[src/fdel_pkg.sv]
// ----------------------------------------------------------------------------
// fdel_pkg
// shared widths, codes, types and helpers of the id queue with delete by id
// ----------------------------------------------------------------------------
package fdel_pkg;

    localparam int DEPTH     = 16;
    localparam int ID_BITS   = 16;
    localparam int MOVE_BITS = 8;
    localparam int ADDR_BITS = $clog2(DEPTH);
    localparam int CNT_BITS  = $clog2(DEPTH + 1);

    localparam int MODE_BITS     = 2;
    localparam int CAR_ID_BITS   = 16;
    localparam int STATUS_BITS   = 3;
    localparam int OUT_ID_BITS   = 16;
    localparam int OUT_MOVE_BITS = 8;
    localparam int OCC_BITS      = 5;

    localparam int ENTRY_BITS = ID_BITS + MOVE_BITS;

    localparam logic [MODE_BITS-1:0] MODE_ENQ  = 2'd0;
    localparam logic [MODE_BITS-1:0] MODE_DEL  = 2'd1;
    localparam logic [MODE_BITS-1:0] MODE_LIST = 2'd2;

    localparam logic [STATUS_BITS-1:0] ST_ENQUEUED  = 3'd0;
    localparam logic [STATUS_BITS-1:0] ST_FULL      = 3'd1;
    localparam logic [STATUS_BITS-1:0] ST_REMOVED   = 3'd2;
    localparam logic [STATUS_BITS-1:0] ST_NOT_FOUND = 3'd3;
    localparam logic [STATUS_BITS-1:0] ST_LISTED    = 3'd4;
    localparam logic [STATUS_BITS-1:0] ST_EMPTY     = 3'd5;

    typedef struct packed {
        logic [ID_BITS-1:0]   id;
        logic [MOVE_BITS-1:0] moves;
    } entry_t;

    typedef struct packed {
        logic [STATUS_BITS-1:0]   status;
        logic [OUT_ID_BITS-1:0]   entry_id;
        logic [OUT_MOVE_BITS-1:0] entry_moves;
        logic [OCC_BITS-1:0]      occupancy;
        logic                     last;
    } result_t;

    typedef struct packed {
        logic    push;
        result_t res;
    } push_t;

    function automatic logic [MOVE_BITS-1:0] sat_inc(input logic [MOVE_BITS-1:0] m);
        logic [MOVE_BITS-1:0] r;
        if (&m)
        begin
            r = m;
        end
        else
        begin
            r = m + 1'b1;
        end
        return r;
    endfunction

endpackage

[src/fdel_if.sv]
// ----------------------------------------------------------------------------
// fdel_if
// valid/ready channels of the id queue: command in, result out
// ----------------------------------------------------------------------------
interface fdel_in_if;
    logic                               valid;
    logic                               ready;
    logic [fdel_pkg::MODE_BITS-1:0]     mode;
    logic [fdel_pkg::CAR_ID_BITS-1:0]   car_id;

    modport source (output valid, output mode, output car_id, input ready);
    modport sink   (input valid, input mode, input car_id, output ready);
endinterface

interface fdel_out_if;
    logic                                 valid;
    logic                                 ready;
    logic [fdel_pkg::STATUS_BITS-1:0]     status;
    logic [fdel_pkg::OUT_ID_BITS-1:0]     entry_id;
    logic [fdel_pkg::OUT_MOVE_BITS-1:0]   entry_moves;
    logic [fdel_pkg::OCC_BITS-1:0]        occupancy;
    logic                                 last;

    modport source (output valid, output status, output entry_id, output entry_moves,
                    output occupancy, output last, input ready);
    modport sink   (input valid, input status, input entry_id, input entry_moves,
                    input occupancy, input last, output ready);
endinterface

[src/fdel_ram.sv]
// ----------------------------------------------------------------------------
// fdel_ram
// generic single write, single read ram with registered read data
// ----------------------------------------------------------------------------
module fdel_ram #(
    parameter int WIDTH = 8,
    parameter int DEPTH = 16
) (
    input  logic                     clk,
    input  logic                     we,
    input  logic [$clog2(DEPTH)-1:0] waddr,
    input  logic [WIDTH-1:0]         wdata,
    input  logic                     re,
    input  logic [$clog2(DEPTH)-1:0] raddr,
    output logic [WIDTH-1:0]         rdata
);

    logic [WIDTH-1:0] mem [DEPTH];
    logic [WIDTH-1:0] rdata_reg;

    always_ff @(posedge clk)
    begin
        if (we)
        begin
            mem[waddr] <= wdata;
        end
        if (re)
        begin
            rdata_reg <= mem[raddr];
        end
    end

    assign rdata = rdata_reg;

endmodule

[src/fdel_obuf.sv]
// ----------------------------------------------------------------------------
// fdel_obuf
// output register between the sequencer and the result channel
// ----------------------------------------------------------------------------
module fdel_obuf (
    input  logic                clk,
    input  logic                rst_n,
    input  fdel_pkg::push_t     pu,
    output logic                free,
    fdel_out_if.source          rsp
);

    logic              valid_reg;
    logic              valid_next;
    fdel_pkg::result_t res_reg;

    assign free = !valid_reg || rsp.ready;

    always_comb
    begin
        valid_next = valid_reg;
        if (pu.push)
        begin
            valid_next = 1'b1;
        end
        else if (rsp.ready)
        begin
            valid_next = 1'b0;
        end
    end

    always_ff @(posedge clk or negedge rst_n)
    begin
        if (!rst_n)
        begin
            valid_reg <= 1'b0;
        end
        else
        begin
            valid_reg <= valid_next;
        end
    end

    always_ff @(posedge clk)
    begin
        if (pu.push)
        begin
            res_reg <= pu.res;
        end
    end

    assign rsp.valid       = valid_reg;
    assign rsp.status      = res_reg.status;
    assign rsp.entry_id    = res_reg.entry_id;
    assign rsp.entry_moves = res_reg.entry_moves;
    assign rsp.occupancy   = res_reg.occupancy;
    assign rsp.last        = res_reg.last;

endmodule

[src/fdel_engine.sv]
// ----------------------------------------------------------------------------
// fdel_engine
// command sequencer: enqueue, compacting delete walk and list walk over the ram
// ----------------------------------------------------------------------------
module fdel_engine (
    input  logic                                clk,
    input  logic                                rst_n,
    fdel_in_if.sink                             cmd,
    input  logic                                obuf_free,
    output fdel_pkg::push_t                     pu,
    output logic                                ram_we,
    output logic [fdel_pkg::ADDR_BITS-1:0]      ram_waddr,
    output logic [fdel_pkg::ENTRY_BITS-1:0]     ram_wdata,
    output logic                                ram_re,
    output logic [fdel_pkg::ADDR_BITS-1:0]      ram_raddr,
    input  logic [fdel_pkg::ENTRY_BITS-1:0]     ram_rdata
);

    localparam logic [1:0] S_IDLE = 2'd0;
    localparam logic [1:0] S_RESP = 2'd1;
    localparam logic [1:0] S_DEL  = 2'd2;
    localparam logic [1:0] S_LIST = 2'd3;

    logic [1:0]                         state_reg, state_next;
    logic [fdel_pkg::CNT_BITS-1:0]      fill_reg, fill_next;
    logic [fdel_pkg::CNT_BITS-1:0]      rd_idx_reg, rd_idx_next;
    logic [fdel_pkg::CNT_BITS-1:0]      wr_idx_reg, wr_idx_next;
    logic [fdel_pkg::ID_BITS-1:0]       key_reg, key_next;
    logic                               hit_reg, hit_next;
    logic [fdel_pkg::STATUS_BITS-1:0]   status_reg, status_next;

    fdel_pkg::entry_t                   rd_entry;
    fdel_pkg::entry_t                   wr_entry;
    logic                               match;

    assign rd_entry  = fdel_pkg::entry_t'(ram_rdata);
    assign ram_wdata = fdel_pkg::ENTRY_BITS'(wr_entry);
    assign match     = (rd_entry.id == key_reg);
    assign cmd.ready = (state_reg == S_IDLE);

    always_comb
    begin
        state_next  = state_reg;
        fill_next   = fill_reg;
        rd_idx_next = rd_idx_reg;
        wr_idx_next = wr_idx_reg;
        key_next    = key_reg;
        hit_next    = hit_reg;
        status_next = status_reg;

        ram_we    = 1'b0;
        ram_waddr = wr_idx_reg[fdel_pkg::ADDR_BITS-1:0];
        wr_entry  = '0;
        ram_re    = 1'b0;
        ram_raddr = rd_idx_reg[fdel_pkg::ADDR_BITS-1:0];

        pu                 = '0;
        pu.res.occupancy   = fdel_pkg::OCC_BITS'(fill_reg);

        case (state_reg)
            S_IDLE:
            begin
                if (cmd.valid)
                begin
                    key_next    = cmd.car_id[fdel_pkg::ID_BITS-1:0];
                    hit_next    = 1'b0;
                    wr_idx_next = '0;
                    rd_idx_next = fdel_pkg::CNT_BITS'(1);
                    case (cmd.mode)
                        fdel_pkg::MODE_ENQ:
                        begin
                            state_next = S_RESP;
                            if (fill_reg < fdel_pkg::CNT_BITS'(fdel_pkg::DEPTH))
                            begin
                                ram_we         = 1'b1;
                                ram_waddr      = fill_reg[fdel_pkg::ADDR_BITS-1:0];
                                wr_entry.id    = cmd.car_id[fdel_pkg::ID_BITS-1:0];
                                wr_entry.moves = '0;
                                fill_next      = fill_reg + 1'b1;
                                status_next    = fdel_pkg::ST_ENQUEUED;
                            end
                            else
                            begin
                                status_next = fdel_pkg::ST_FULL;
                            end
                        end
                        fdel_pkg::MODE_DEL:
                        begin
                            if (fill_reg == '0)
                            begin
                                status_next = fdel_pkg::ST_NOT_FOUND;
                                state_next  = S_RESP;
                            end
                            else
                            begin
                                ram_re     = 1'b1;
                                ram_raddr  = '0;
                                state_next = S_DEL;
                            end
                        end
                        fdel_pkg::MODE_LIST:
                        begin
                            if (fill_reg == '0)
                            begin
                                status_next = fdel_pkg::ST_EMPTY;
                                state_next  = S_RESP;
                            end
                            else
                            begin
                                ram_re     = 1'b1;
                                ram_raddr  = '0;
                                state_next = S_LIST;
                            end
                        end
                        default:
                        begin
                            state_next = S_IDLE;
                        end
                    endcase
                end
            end
            S_RESP:
            begin
                if (obuf_free)
                begin
                    pu.push       = 1'b1;
                    pu.res.status = status_reg;
                    pu.res.last   = 1'b1;
                    state_next    = S_IDLE;
                end
            end
            S_DEL:
            begin
                // read data belongs to entry rd_idx-1, write slot trails the read
                if (match)
                begin
                    hit_next = 1'b1;
                end
                else
                begin
                    ram_we         = 1'b1;
                    wr_entry.id    = rd_entry.id;
                    wr_entry.moves = fdel_pkg::sat_inc(rd_entry.moves);
                    wr_idx_next    = wr_idx_reg + 1'b1;
                end
                if (rd_idx_reg < fill_reg)
                begin
                    ram_re      = 1'b1;
                    rd_idx_next = rd_idx_reg + 1'b1;
                end
                else
                begin
                    fill_next   = match ? wr_idx_reg : wr_idx_reg + 1'b1;
                    status_next = (hit_reg || match) ? fdel_pkg::ST_REMOVED
                                                     : fdel_pkg::ST_NOT_FOUND;
                    state_next  = S_RESP;
                end
            end
            S_LIST:
            begin
                if (obuf_free)
                begin
                    pu.push            = 1'b1;
                    pu.res.status      = fdel_pkg::ST_LISTED;
                    pu.res.entry_id    = fdel_pkg::OUT_ID_BITS'(rd_entry.id);
                    pu.res.entry_moves = fdel_pkg::OUT_MOVE_BITS'(rd_entry.moves);
                    pu.res.last        = (rd_idx_reg == fill_reg);
                    if (rd_idx_reg == fill_reg)
                    begin
                        state_next = S_IDLE;
                    end
                    else
                    begin
                        ram_re      = 1'b1;
                        rd_idx_next = rd_idx_reg + 1'b1;
                    end
                end
            end
            default:
            begin
                state_next = S_IDLE;
            end
        endcase
    end

    always_ff @(posedge clk or negedge rst_n)
    begin
        if (!rst_n)
        begin
            state_reg <= S_IDLE;
            fill_reg  <= '0;
        end
        else
        begin
            state_reg <= state_next;
            fill_reg  <= fill_next;
        end
    end

    always_ff @(posedge clk)
    begin
        rd_idx_reg <= rd_idx_next;
        wr_idx_reg <= wr_idx_next;
        key_reg    <= key_next;
        hit_reg    <= hit_next;
        status_reg <= status_next;
    end

endmodule

[src/fifo_with_delete_by_id.sv]
// ----------------------------------------------------------------------------
// fifo_with_delete_by_id
// ordered id queue with move counters, delete by id and listing
// ----------------------------------------------------------------------------
// cmd channel: one transaction per command (mode, car_id); rsp channel: one
// transaction per result, last marks the final result of a command.
// commands are taken one at a time; cmd.ready is high only while the
// sequencer is idle, and results leave through a one-entry output register.
// with n entries stored:
//   enqueue: the entry is written to the ram on acceptance, then one result
//   delete: one ram read per entry, a write-back per non-matching entry
//   list: one entry per cycle from the ram while rsp does not stall
// the single ram read port makes each walk read its entries one by one.
// mode 3 is accepted and dropped with no result.
// reset empties the queue (fill count to zero); ram contents are not cleared.
// a stall on rsp holds the output register and pauses the sequencer except in a delete walk;
// the next command is taken while the last result still waits in the register.
// ----------------------------------------------------------------------------
module fifo_with_delete_by_id (
    input  logic        clk,
    input  logic        rst_n,
    fdel_in_if.sink     cmd,
    fdel_out_if.source  rsp
);

    fdel_pkg::push_t                    pu;
    logic                               obuf_free;
    logic                               ram_we;
    logic [fdel_pkg::ADDR_BITS-1:0]     ram_waddr;
    logic [fdel_pkg::ENTRY_BITS-1:0]    ram_wdata;
    logic                               ram_re;
    logic [fdel_pkg::ADDR_BITS-1:0]     ram_raddr;
    logic [fdel_pkg::ENTRY_BITS-1:0]    ram_rdata;

    fdel_ram #(
        .WIDTH (fdel_pkg::ENTRY_BITS),
        .DEPTH (fdel_pkg::DEPTH)
    ) u_ram (
        .clk   (clk),
        .we    (ram_we),
        .waddr (ram_waddr),
        .wdata (ram_wdata),
        .re    (ram_re),
        .raddr (ram_raddr),
        .rdata (ram_rdata)
    );

    fdel_engine u_engine (
        .clk       (clk),
        .rst_n     (rst_n),
        .cmd       (cmd),
        .obuf_free (obuf_free),
        .pu        (pu),
        .ram_we    (ram_we),
        .ram_waddr (ram_waddr),
        .ram_wdata (ram_wdata),
        .ram_re    (ram_re),
        .ram_raddr (ram_raddr),
        .ram_rdata (ram_rdata)
    );

    fdel_obuf u_obuf (
        .clk   (clk),
        .rst_n (rst_n),
        .pu    (pu),
        .free  (obuf_free),
        .rsp   (rsp)
    );

    // occupancy never exceeds the queue depth
    a_occ_bound: assert property (@(posedge clk) disable iff (!rst_n)
        rsp.valid |-> rsp.occupancy <= fdel_pkg::OCC_BITS'(fdel_pkg::DEPTH))
        else $error("occupancy above depth");

    // only listed entries can be followed by more results
    a_not_last_listed: assert property (@(posedge clk) disable iff (!rst_n)
        (rsp.valid && !rsp.last) |-> rsp.status == fdel_pkg::ST_LISTED)
        else $error("non-final result that is not a listed entry");

    // entry fields are zero outside listed entries
    a_zero_fields: assert property (@(posedge clk) disable iff (!rst_n)
        (rsp.valid && rsp.status != fdel_pkg::ST_LISTED)
            |-> (rsp.entry_id == '0 && rsp.entry_moves == '0))
        else $error("entry fields set on a non-listing result");

    // no new command is taken in the middle of a listing
    a_one_at_a_time: assert property (@(posedge clk) disable iff (!rst_n)
        (pu.push && !pu.res.last) |-> !cmd.ready)
        else $error("command accepted in the middle of a listing");

endmodule
[src/flat_wrapper.sv]
// flat-port wrapper written by rule: the top's interface ports become plain ports
module fifo_with_delete_by_id_flat 
  (clk, rst_n, cmd_valid, cmd_mode, cmd_car_id, cmd_ready, rsp_valid, rsp_status, rsp_entry_id, rsp_entry_moves, rsp_occupancy, rsp_last, rsp_ready);
  fdel_in_if cmd_i ();
  fdel_out_if rsp_i ();
  input  logic clk;
  input  logic rst_n;
  input wire logic [$bits(cmd_i.valid)-1:0] cmd_valid;
  input wire logic [$bits(cmd_i.mode)-1:0] cmd_mode;
  input wire logic [$bits(cmd_i.car_id)-1:0] cmd_car_id;
  output wire logic [$bits(cmd_i.ready)-1:0] cmd_ready;
  output wire logic [$bits(rsp_i.valid)-1:0] rsp_valid;
  output wire logic [$bits(rsp_i.status)-1:0] rsp_status;
  output wire logic [$bits(rsp_i.entry_id)-1:0] rsp_entry_id;
  output wire logic [$bits(rsp_i.entry_moves)-1:0] rsp_entry_moves;
  output wire logic [$bits(rsp_i.occupancy)-1:0] rsp_occupancy;
  output wire logic [$bits(rsp_i.last)-1:0] rsp_last;
  input wire logic [$bits(rsp_i.ready)-1:0] rsp_ready;
  assign cmd_i.valid = cmd_valid;
  assign cmd_i.mode = cmd_mode;
  assign cmd_i.car_id = cmd_car_id;
  assign cmd_ready = cmd_i.ready;
  assign rsp_valid = rsp_i.valid;
  assign rsp_status = rsp_i.status;
  assign rsp_entry_id = rsp_i.entry_id;
  assign rsp_entry_moves = rsp_i.entry_moves;
  assign rsp_occupancy = rsp_i.occupancy;
  assign rsp_last = rsp_i.last;
  assign rsp_i.ready = rsp_ready;
  fifo_with_delete_by_id u_core (.clk(clk), .rst_n(rst_n), .cmd(cmd_i), .rsp(rsp_i));
endmodule
[config.mk]
export PLATFORM = sky130hd
export DESIGN_NAME = fifo_with_delete_by_id_flat
export DESIGN_NICKNAME = d
export VERILOG_FILES = /design/src/fdel_pkg.sv /design/src/fdel_if.sv /design/src/fdel_ram.sv /design/src/fdel_obuf.sv /design/src/fdel_engine.sv /design/src/fifo_with_delete_by_id.sv /design/src/flat_wrapper.sv
export SDC_FILE = /design/constraint.sdc
export NUM_CORES = 1
export LEC_CHECK = 0
export ABC_CLOCK_PERIOD_IN_PS = 4500
export BUFFER_PORTS_ARGS = -buffer_cell sky130_fd_sc_hd__buf_4
export CAP_MARGIN = 20
export CORE_ASPECT_RATIO = 1.25
export CORE_UTILIZATION = 35
export DETAILED_ROUTE_END_ITERATION = 16
export HOLD_SLACK_MARGIN = 0.1
export SYNTH_ARGS = -nofsm -noshare
export SYNTH_HDL_FRONTEND = slang
export SYNTH_SLANG_ARGS = --single-unit
[constraint.sdc]
create_clock -name clk -period 4.5 [get_ports clk]
set_input_delay 0.225 -clock clk [delete_from_list [all_inputs] [get_ports clk]]
set_output_delay 0.225 -clock clk [all_outputs]
set_load 0.1 [all_outputs]
==> results.tsv, run 1 <==
metric	value	unit
status	finished clean	
max_freq	279	MHz
crit_path_start_kind	register	
comb_power_share	0.313	
wl_per_cell	21.1	µm
switchingPower	5.01	mW
synth_area_leaders	edfxtp_1 (72%), mux4_2 (5.5%), a22oi_1 (1.9%)	
synth_ff_type	edfxtp_1	
cp_max_fo	24	
powerDensity	632	mW/mm²
switching_share	0.351	
hold_viol	0	
clock_path_buffers	3	
synth_top_area_cell	edfxtp_1	
largest_reg_flops	384	
grt_usage	0.151	
r2r-start	u_core.u_engine.state_reg[1]$_DFFE_PN0P_	
syn_avg_cell_area	16.9	µm²
first_pass_iters	7	
place_ws	0.890	ns
syn_inst	1154	
initial_core_util	0.355	
clk_latency	0.56	ns
synth-seq-cells	479	
gp_congestion	0.878	
grt_max_degree	148	
finalClockSkew	0.0218	ns
diodes	0	
tightest_slew	1.02	ns
fin_ws	0.913	ns
fp.dieW	213	µm
slew_viol_final	0	
drive_gt1_frac	0.213	
cts_tree	yes	
cts_resized	0	
synth_edf_count	471	
htreeDepth	2	
hp-class	in2reg	
dieHeight	266	µm
syn_to_final_growth	15.3	%
internal-power	9.24	mW
grt_pass1_wl	65300	µm
relSlewSlack	0.314	
synth.most_common_cell	edfxtp_1	
drc_errors	0	
synthArstFlopShare	0.0167	
drt_wl_total	42500	µm
core-area	0.0550	mm²
crit_arrival	3.77	ns
pwr-share-clk	0.252	
synth_top_cell_area_share	0.723	
fin_crit_sh	0.797	
synth_area	0.0196	mm²
final_nets	1276	
period_needed	3.59	ns
num_rows	96	
ant_nets	0	
startpoint	u_core.u_engine.state_reg[1]$_DFFE_PN0P_	
yosysSeqAreaShare	0.734	
dpl.hpwl	27000	µm
p_leak	7.40	nW
grt_pass1_vias	10704	
final.setup.tns	0	ns
io_pins	57	
io_buffers	56	
numClockSinks	479	
drv_cap	0	
min_from	cmd_mode[0]	
setup_viol	0	
yosysWarnings	0	
drt_iter0_markers	853	
antenna_found_initial	0	
clk_pin_slew	0.07	ns
die_area	0.0568	mm²
rsz0062_at_grt	no	
grt-ovfl-total	0	
critical_path_class	reg2reg	
drt-vias-per-instance	5.24	
synth_commonest_cells	edfxtp_1 (471), nor2_1 (55), a22oi_1 (49), o211ai_1 (49), mux4_2 (48)	
p_seq_frac	0.435	
clock-root-buffer	clkbuf_16	
cts_buffers	45	
crit_required	4.68	ns
cp-end-kind	register	
vias	10523	
synth_fp_nets	1190	
ys_types	54	
ir_drop	457	µV
[layout make-up]
type                       count  area [µm²]
clock buffer                  60        1200
tap                          735         920
sequential                   479       14300
clock inverter                22         176
multi-input combinational    587        4950
fill                        4968       32500
timing repair buffer         112         901
inverter                      15        56.3
[worst max-delay path, stage by stage, from the launching register on]
cell	delay, ns
dfrtp_1	0.52
nor2_2	0.18
nand2_1	0.13
inv_2	0.40
nand2_1	0.29
mux2_2	0.63
o21ai_0	0.37
nor2_4	0.69
[worst paths after layout]
kind / cells past startpoint / slack (ns) / endpoint
min in group asynchronous: 3 / 0.67 / u_core.u_engine.fill_reg[1]$_DFFE_PN0P_
max: 7 / 0.91 / u_core.u_ram.mem[10][5]$_DFFE_PP_
max reg2reg: 7 / 0.91 / u_core.u_ram.mem[10][5]$_DFFE_PP_
min reg2reg: 1 / 0.54 / u_core.u_obuf.rsp.status[0]$_DFFE_PP_
min: 4 / 0.15 / u_core.u_engine.status_reg[1]$_SDFFCE_PP1P_
max in group asynchronous: 3 / 3.56 / u_core.u_obuf.rsp.valid$_DFFE_PN0P_
[power by group through the flow]
stage          logic, mW  registers (mW)  clock network, mW
2_1_floorplan       2.57            6.87                  0
3_3_place_gp        4.43            6.28                  0
3_5_place_dp        4.49            6.30                  0
4_1_cts             4.51            6.20               3.68
5_1_grt             4.81            6.25               3.83
6_report            4.46            6.20               3.59
[per-stage QoR]
step	hold slack (ns)	utilization	std cells	cell area (µm²)	total power, mW
after detailed placement	0.0517	0.381	1907	21000	10.8
final	0.146	0.410	2010	22500	14.3
after CTS	0.133	0.410	2008	22500	14.4
after global routing	0.170	0.410	2010	22500	14.9
after global placement	0.0495	0.381	1907	21000	10.7
after floorplan	-0.0706	-	1154	19600	9.45
[per-layer routing]
layer,wire length (µm),global-route usage,share of wire
met1,17700,0.194,0.42
met2,21800,0.264,0.51
met3,1760,0.0164,0.041
met4,1250,0.0539,0.029
met5,0,0,0
[cell usage in the layout (no fill, tap or decap), types with 19 or more instances in the layout]
cell type,instances
clkbuf_16,46
mux2i_1,27
and2_1,28
mux2_2,25
a2111oi_0,25
or2_2,24
dlygate4sd3_1,19
o22ai_1,25
nand2_1,41
mux4_2,48
xnor2_1,20
edfxtp_1,471
and3_1,31
buf_4,92
a22oi_1,49
o211ai_1,49
nor2_1,46
[cells by family (layout without fill, tap and decap cells)]
kind of cell,Yosys count,in the layout,synth area share
flip-flops,479,479,0.734
AND/OR/NAND/NOR,231,231,0.0618
AO/OA/AOI/OAI,219,219,0.0812
adder cells (fa/ha/maj),14,14,0.00896
multiplexers,100,100,0.0835
XOR/XNOR,23,23,0.0103
buffers and inverters,88,209,0.0206
[repair_timing]
item	in CTS	in global routing
buffers inserted	0	0
hold endpoints to repair	25	0
hold buffers	19	0
Note: power is estimated with default switching activity, not from simulation.
==> run 2, diff against run 1 <==
--- a/config.mk
+++ b/config.mk
@@ -5,7 +5,7 @@
 export SDC_FILE = /design/constraint.sdc
 export NUM_CORES = 1
 export LEC_CHECK = 0
-export ABC_CLOCK_PERIOD_IN_PS = 4500
+export ABC_CLOCK_PERIOD_IN_PS = 3200
 export BUFFER_PORTS_ARGS = -buffer_cell sky130_fd_sc_hd__buf_4
 export CAP_MARGIN = 20
 export CORE_ASPECT_RATIO = 1.25
==> constraint.sdc (replaced) <==
create_clock -name clk -period 3.2 [get_ports clk]
set_input_delay 0.16 -clock clk [delete_from_list [all_inputs] [get_ports clk]]
set_output_delay 0.16 -clock clk [all_outputs]
set_load 0.1 [all_outputs]
==> results.tsv, run 2 (same netlist as run 1, synthesis figures left out) <==
metric	value	unit	change
status	finished clean		
hp-class	in2reg		
num_rows	96		unchanged
period_needed	2.94	ns	
tightest_slew	1.04	ns	+0.0199 ns
syn_to_final_growth	17.9	%	
io_pins	57		unchanged
crit_path_cell_trace	dlygate4sd3_1 > buf_4 > inv_1 > ha_1 > nor2b_1 > nand2_1 > mux2_2 > nor3_4 > buf_4		
cts_resized	0		unchanged
clock-root-buffer	clkbuf_16		
gp_congestion	0.905		+3.1%
diodes	0		unchanged
clock_path_buffers	3		unchanged
p_seq_frac	0.417		-0.018
r2r_end	u_core.u_ram.rdata[6]$_DFFE_PP_		
dp.cells	1936		+1.5%
fin_hold_ws	0.327	ns	+0.182 ns
wl_per_cell	21.9	µm	+3.5%
slew_viol_final	0		unchanged
drc_errors	0		unchanged
dieHeight	266	µm	unchanged
io_buffers	56		unchanged
slowest_stage	nor3_4		
largest_reg_flops	384		unchanged
first_pass_iters	5		-2
ir_drop	756	µV	+65%
fin_ws	0.265	ns	-0.648 ns
powerDensity	900	mW/mm²	+42%
slowest_delay	0.77	ns	+0.08 ns
p_leak	7.66	nW	+3.4%
min_path_cells	2		-2
final_cell_mix	edfxtp_1 (471), buf_4 (113), a22oi_1 (49), o211ai_1 (49), mux4_2 (48)		
rsz0062_at_grt	no		
final.setup.tns	0	ns	unchanged
cts_buffers	45		unchanged
die_area	0.0568	mm²	unchanged
drv_cap	0		unchanged
final_nets	1310		+2.7%
worst_r2r_path_depth	8		+1
grt_pass1_wl	68400	µm	+4.6%
ant_nets	0		unchanged
critical_path_class	in2reg		
crit_arrival	3.21	ns	-0.56 ns
ff2ff_setup_slack	0.28	ns	-0.63 ns
hold_end	u_core.u_engine.key_reg[9]$_DFFE_PP_		
grt-ovfl-total	0		unchanged
fin_crit_sh	0.917		
hold_viol	0		unchanged
cts_tree	yes		
r2r-start	u_core.u_engine.fill_reg[0]$_DFFE_PN0P_		
numClockSinks	479		unchanged
cp_common_cell	buf_4		
vias	10666		+1.4%
drt_iter0_markers	956		+12%
clk_pin_slew	0.06	ns	about the same
antenna_found_initial	0		unchanged
switchingPower	7.32	mW	+46%
switching_share	0.352		+0.00106
clk_latency	0.57	ns	about the same
max_freq	341	MHz	
htreeDepth	2		unchanged
finalNonFillerCells	2045		+1.7%
setup_viol	0		unchanged
layout_commonest_cell	edfxtp_1		
pwr-share-clk	0.260		+0.008
crit_path_start_kind	input port		
dpl.hpwl	27600	µm	+2.4%
initial_core_util	0.355		unchanged
grt_pass1_vias	11107		+3.8%
grt_usage	0.159		+0.00799
place_area	0.0213	mm²	+1.6%
drive_gt1_frac	0.240		+0.0271
drt_wl_total	44800	µm	+5.3%
cp-end-kind	register		
fp.dieW	213	µm	unchanged
min_from	cmd_car_id[9]		
internal-power	13.4	mW	+45%
cp_max_fo	16		-33%
crit_required	3.47	ns	-1.21 ns
grt_max_degree	103		-30%
comb_power_share	0.323		+0.010
place_ws	0.168	ns	-0.721 ns
finalClockSkew	0.0231	ns	+0.00128 ns
core-area	0.0550	mm²	unchanged
relSlewSlack	0.300		-0.0145
final_cell_area	0.0231	mm²	+2.3%
drt-vias-per-instance	5.22		-0.38%
-- run 2: cell types whose count changed in the layout (fill, tap and decap cells not counted), moves of 2 or more --
| cell | change |
|---|---|
| dlygate4sd3_1 | +3 |
| buf_4 | +21 |
| clkbuf_1 | -7 |
| inv_6 | +3 |
| bufinv_16 | +3 |
| clkinvlp_4 | +4 |
| buf_12 | +9 |
| o21ai_1 | +2 |
| o21ai_0 | -2 |
-- run 2: layer usage --
layer / vias to the layer above / wire length, µm / track usage / share of wire
li1: 4886 / - / - / -
met1: 5464 / 19300 / 0.212 / 0.43
met2: 253 / 22600 / 0.271 / 0.50
met3: 63 / 1730 / 0.0189 / 0.039
met4: 0 / 1130 / 0.0510 / 0.025
met5: - / 0 / 0 / 0
-- run 2: how the worst max path moves through the flow --
stage / startpoint / end
6_report: cmd_mode[0] / u_core.u_ram.mem[4][18]$_DFFE_PP_
4_1_cts: cmd_mode[0] / u_core.u_ram.mem[5][4]$_DFFE_PP_
5_1_grt: cmd_mode[0] / u_core.u_ram.mem[4][22]$_DFFE_PP_
3_5_place_dp: cmd_mode[0] / u_core.u_ram.mem[6][1]$_DFFE_PP_
3_3_place_gp: cmd_mode[0] / u_core.u_ram.mem[6][6]$_DFFE_PP_
2_1_floorplan: u_core.u_engine.state_reg[0]$_DFFE_PN0P_ / u_core.u_ram.mem[4][0]$_DFFE_PP_
-- run 2: area by class of cell --
type	instances	area [µm²]
fillers	4962	32000
flip-flops and latches	479	14300
multi-input cells	588	4980
repair buffers	145	1270
clock buffers	53	1180
well taps	735	920
clock inverters	30	310
inverters	15	61.3
-- run 2: repair_timing --
item                                    CTS  global route
hold buffers                             22             0
endpoints found under the setup margin    0            19
setup buffers                             0             1
endpoints found under the hold margin    29             0
-- run 2: power groups by stage --
stage / clock network, mW / logic (mW) / registers (mW)
3_5_place_dp: 0 / 6.73 / 8.78
2_1_floorplan: 0 / 3.71 / 9.67
3_3_place_gp: 0 / 6.66 / 8.75
4_1_cts: 5.52 / 6.77 / 8.65
5_1_grt: 5.74 / 7.22 / 8.72
6_report: 5.40 / 6.71 / 8.65
-- run 2: through the flow --
| step | total power [mW] | utilization |
|---|---|---|
| global placement | 15.4 | 0.387 |
| finish | 20.8 | 0.419 |
| floorplan | 13.4 | - |
| global route | 21.7 | 0.419 |
| detailed placement | 15.5 | 0.387 |
| CTS | 20.9 | 0.418 |
-- run 2: critical path, delay by kind of cell --
kind | cells | cell delay [ns]
simple gates | 3 | 1.32
fa+ha+maj | 1 | 0.20
mux | 1 | 0.47
buf+inv | 4 | 1.04
==> run 3, diff against run 2 <==
--- a/config.mk
+++ b/config.mk
@@ -6,12 +6,15 @@
 export NUM_CORES = 1
 export LEC_CHECK = 0
 export ABC_CLOCK_PERIOD_IN_PS = 3200
-export BUFFER_PORTS_ARGS = -buffer_cell sky130_fd_sc_hd__buf_4
+export BUFFER_PORTS_ARGS = -buffer_cell sky130_fd_sc_hd__buf_2
 export CAP_MARGIN = 20
+export CELL_PAD_IN_SITES_DETAIL_PLACEMENT = 0
+export CELL_PAD_IN_SITES_GLOBAL_PLACEMENT = 1
 export CORE_ASPECT_RATIO = 1.25
 export CORE_UTILIZATION = 35
 export DETAILED_ROUTE_END_ITERATION = 16
 export HOLD_SLACK_MARGIN = 0.1
+export PLACE_DENSITY_LB_ADDON = 0.1
 export SYNTH_ARGS = -nofsm -noshare
 export SYNTH_HDL_FRONTEND = slang
 export SYNTH_SLANG_ARGS = --single-unit
==> results.tsv, run 3 (same netlist as run 1, synthesis figures left out) <==
metric	value	unit	change
period_needed	3.08	ns	+0.148 ns
critical_path_class	reg2reg		
utilization	0.421		+0.00230
dieHeight	266	µm	unchanged
gp_congestion	0.805		-11%
crit_required	3.43	ns	-0.04 ns
clk_latency	0.61	ns	+0.04 ns
diodes	0		unchanged
htreeDepth	2		unchanged
num_rows	96		unchanged
powerDensity	925	mW/mm²	+2.7%
drive_gt1_frac	0.245		+0.00543
drt_wl_total	51800	µm	+16%
finalClockSkew	0.0272	ns	+0.00414 ns
crit_path_start_kind	register		
p_leak	7.75	nW	+1.3%
grt-ovfl-total	0		unchanged
drt-vias-per-instance	5.23		+0.24%
status	finished clean		
antenna_found_initial	0		unchanged
drc_errors	0		unchanged
tightest_slew	1.03	ns	-0.0104 ns
crit_arrival	3.31	ns	+0.10 ns
vias	10817		+1.4%
cp-end-kind	register		
clk_pin_slew	0.06	ns	about the same
clock-root-buffer	clkbuf_16		
rsz0062_at_grt	no		
setup_viol	0		unchanged
place_ws	0.0104	ns	-0.158 ns
final_nets	1329		+1.5%
clock_path_buffers	3		unchanged
layout_commonest_cell	edfxtp_1		
hp-class	in2reg		
final.setup.tns	0	ns	unchanged
grt_max_degree	74		-28%
core-area	0.0550	mm²	unchanged
final_cell_mix	edfxtp_1 (471), buf_4 (65), buf_2 (56)		
cp_max_fo	17		+1
cts_tree	yes		
fin_crit_sh	0.964		+0.0463
largest_reg_flops	384		unchanged
syn_to_final_growth	18.6	%	
cts_resized	0		unchanged
cts_buffers	50		+11%
slew_viol_final	0		unchanged
grt_pass1_vias	11323		+1.9%
ant_nets	0		unchanged
die_area	0.0568	mm²	unchanged
max_freq	324	MHz	-4.8%
first_pass_iters	4		-1
numClockSinks	479		unchanged
hold_viol	0		unchanged
grt_usage	0.187		+0.0279
initial_core_util	0.355		unchanged
relSlewSlack	0.308		+0.00849
dpl.hpwl	32600	µm	+18%
fin_ws	0.116	ns	-0.148 ns
io_buffers	56		unchanged
drv_cap	0		unchanged
drt_iter0_markers	711		-26%
grt_pass1_wl	76600	µm	+12%
fp.dieW	213	µm	unchanged
wl_per_cell	25.0	µm	+14%
io_pins	57		unchanged
ir_drop	492	µV	-35%
run 3: cell count changes in the layout (fill, tap and decap cells not counted), sizes merged, moves of 2 or more:
| cell | previous run | this run |
|---|---|---|
| buf | 123 | 137 |
| bufinv | 5 | 3 |
| clkbuf | 53 | 64 |
| clkinvlp | 5 | 0 |
| clkinv | 17 | 24 |
run 3: cell type report:
type                       count  area (µm²)
clock buffer                  64        1300
clock inverter                29         250
fill                        5009       31800
inverter                      15        61.3
multi-input combinational    587        4990
sequential                   479       14300
tap                          735         920
timing repair buffer         160        1320
run 3: metrics by stage:
stage	cells	area [µm²]	total power, mW	hold slack, ns
3_3_place_gp	1953	21400	16.1	0.0358
5_1_grt	2069	23200	22.4	0.282
4_1_cts	2069	23200	21.7	0.265
3_5_place_dp	1953	21400	16.1	0.0380
6_report	2069	23200	21.4	0.295
2_1_floorplan	1154	19700	13.4	-0.136
run 3: final timing paths:
kind	start	to	slack, ns	depth (start not counted)
max in group asynchronous	rst_n	u_core.u_obuf.rsp.valid$_DFFE_PN0P_	2.28	3
min in group asynchronous	rst_n	u_core.u_engine.fill_reg[1]$_DFFE_PN0P_	0.58	3
setup / recovery	u_core.u_ram.rdata[8]$_DFFE_PP_	u_core.u_ram.mem[15][15]$_DFFE_PP_	0.12	8
hold / removal	cmd_car_id[1]	u_core.u_engine.key_reg[1]$_DFFE_PP_	0.29	2
setup reg to reg	u_core.u_ram.rdata[8]$_DFFE_PP_	u_core.u_ram.mem[15][15]$_DFFE_PP_	0.12	8
hold reg to reg	u_core.u_obuf.rsp.valid$_DFFE_PN0P_	u_core.u_obuf.rsp.valid$_DFFE_PN0P_	0.53	2
run 3: worst max-delay path: stages, from the launching register on:
cell	delay (ns)
edfxtp_1	0.42
xnor2_1	0.47
nand4_1	0.25
buf_4	0.20
nor4_1	0.39
buf_4	0.19
nor2_1	0.03
buf_4	0.21
a22o_1	0.52
run 3: per-layer routing:
layer  vias up  track usage  routed length [µm]
met5         -            0                   0
met4         0       0.0649                1620
met3        86       0.0263                1710
met2       246        0.327               26600
met1      5553        0.236               21900
li1       4932            -                   -
run 3: report_power, final:
part | total, mW | switching [mW] | internal, mW
logic | 7.14 | 4.91 | 2.24
clock network | 5.61 | 2.47 | 3.14
registers | 8.68 | 0.465 | 8.22
total | 21.4 | 7.84 | 13.6
run 3: timing repair:
action	CTS	global route
endpoints found under the hold margin	29	0
hold buffers	23	0
endpoints found under the setup margin	0	7
buffers inserted	0	0
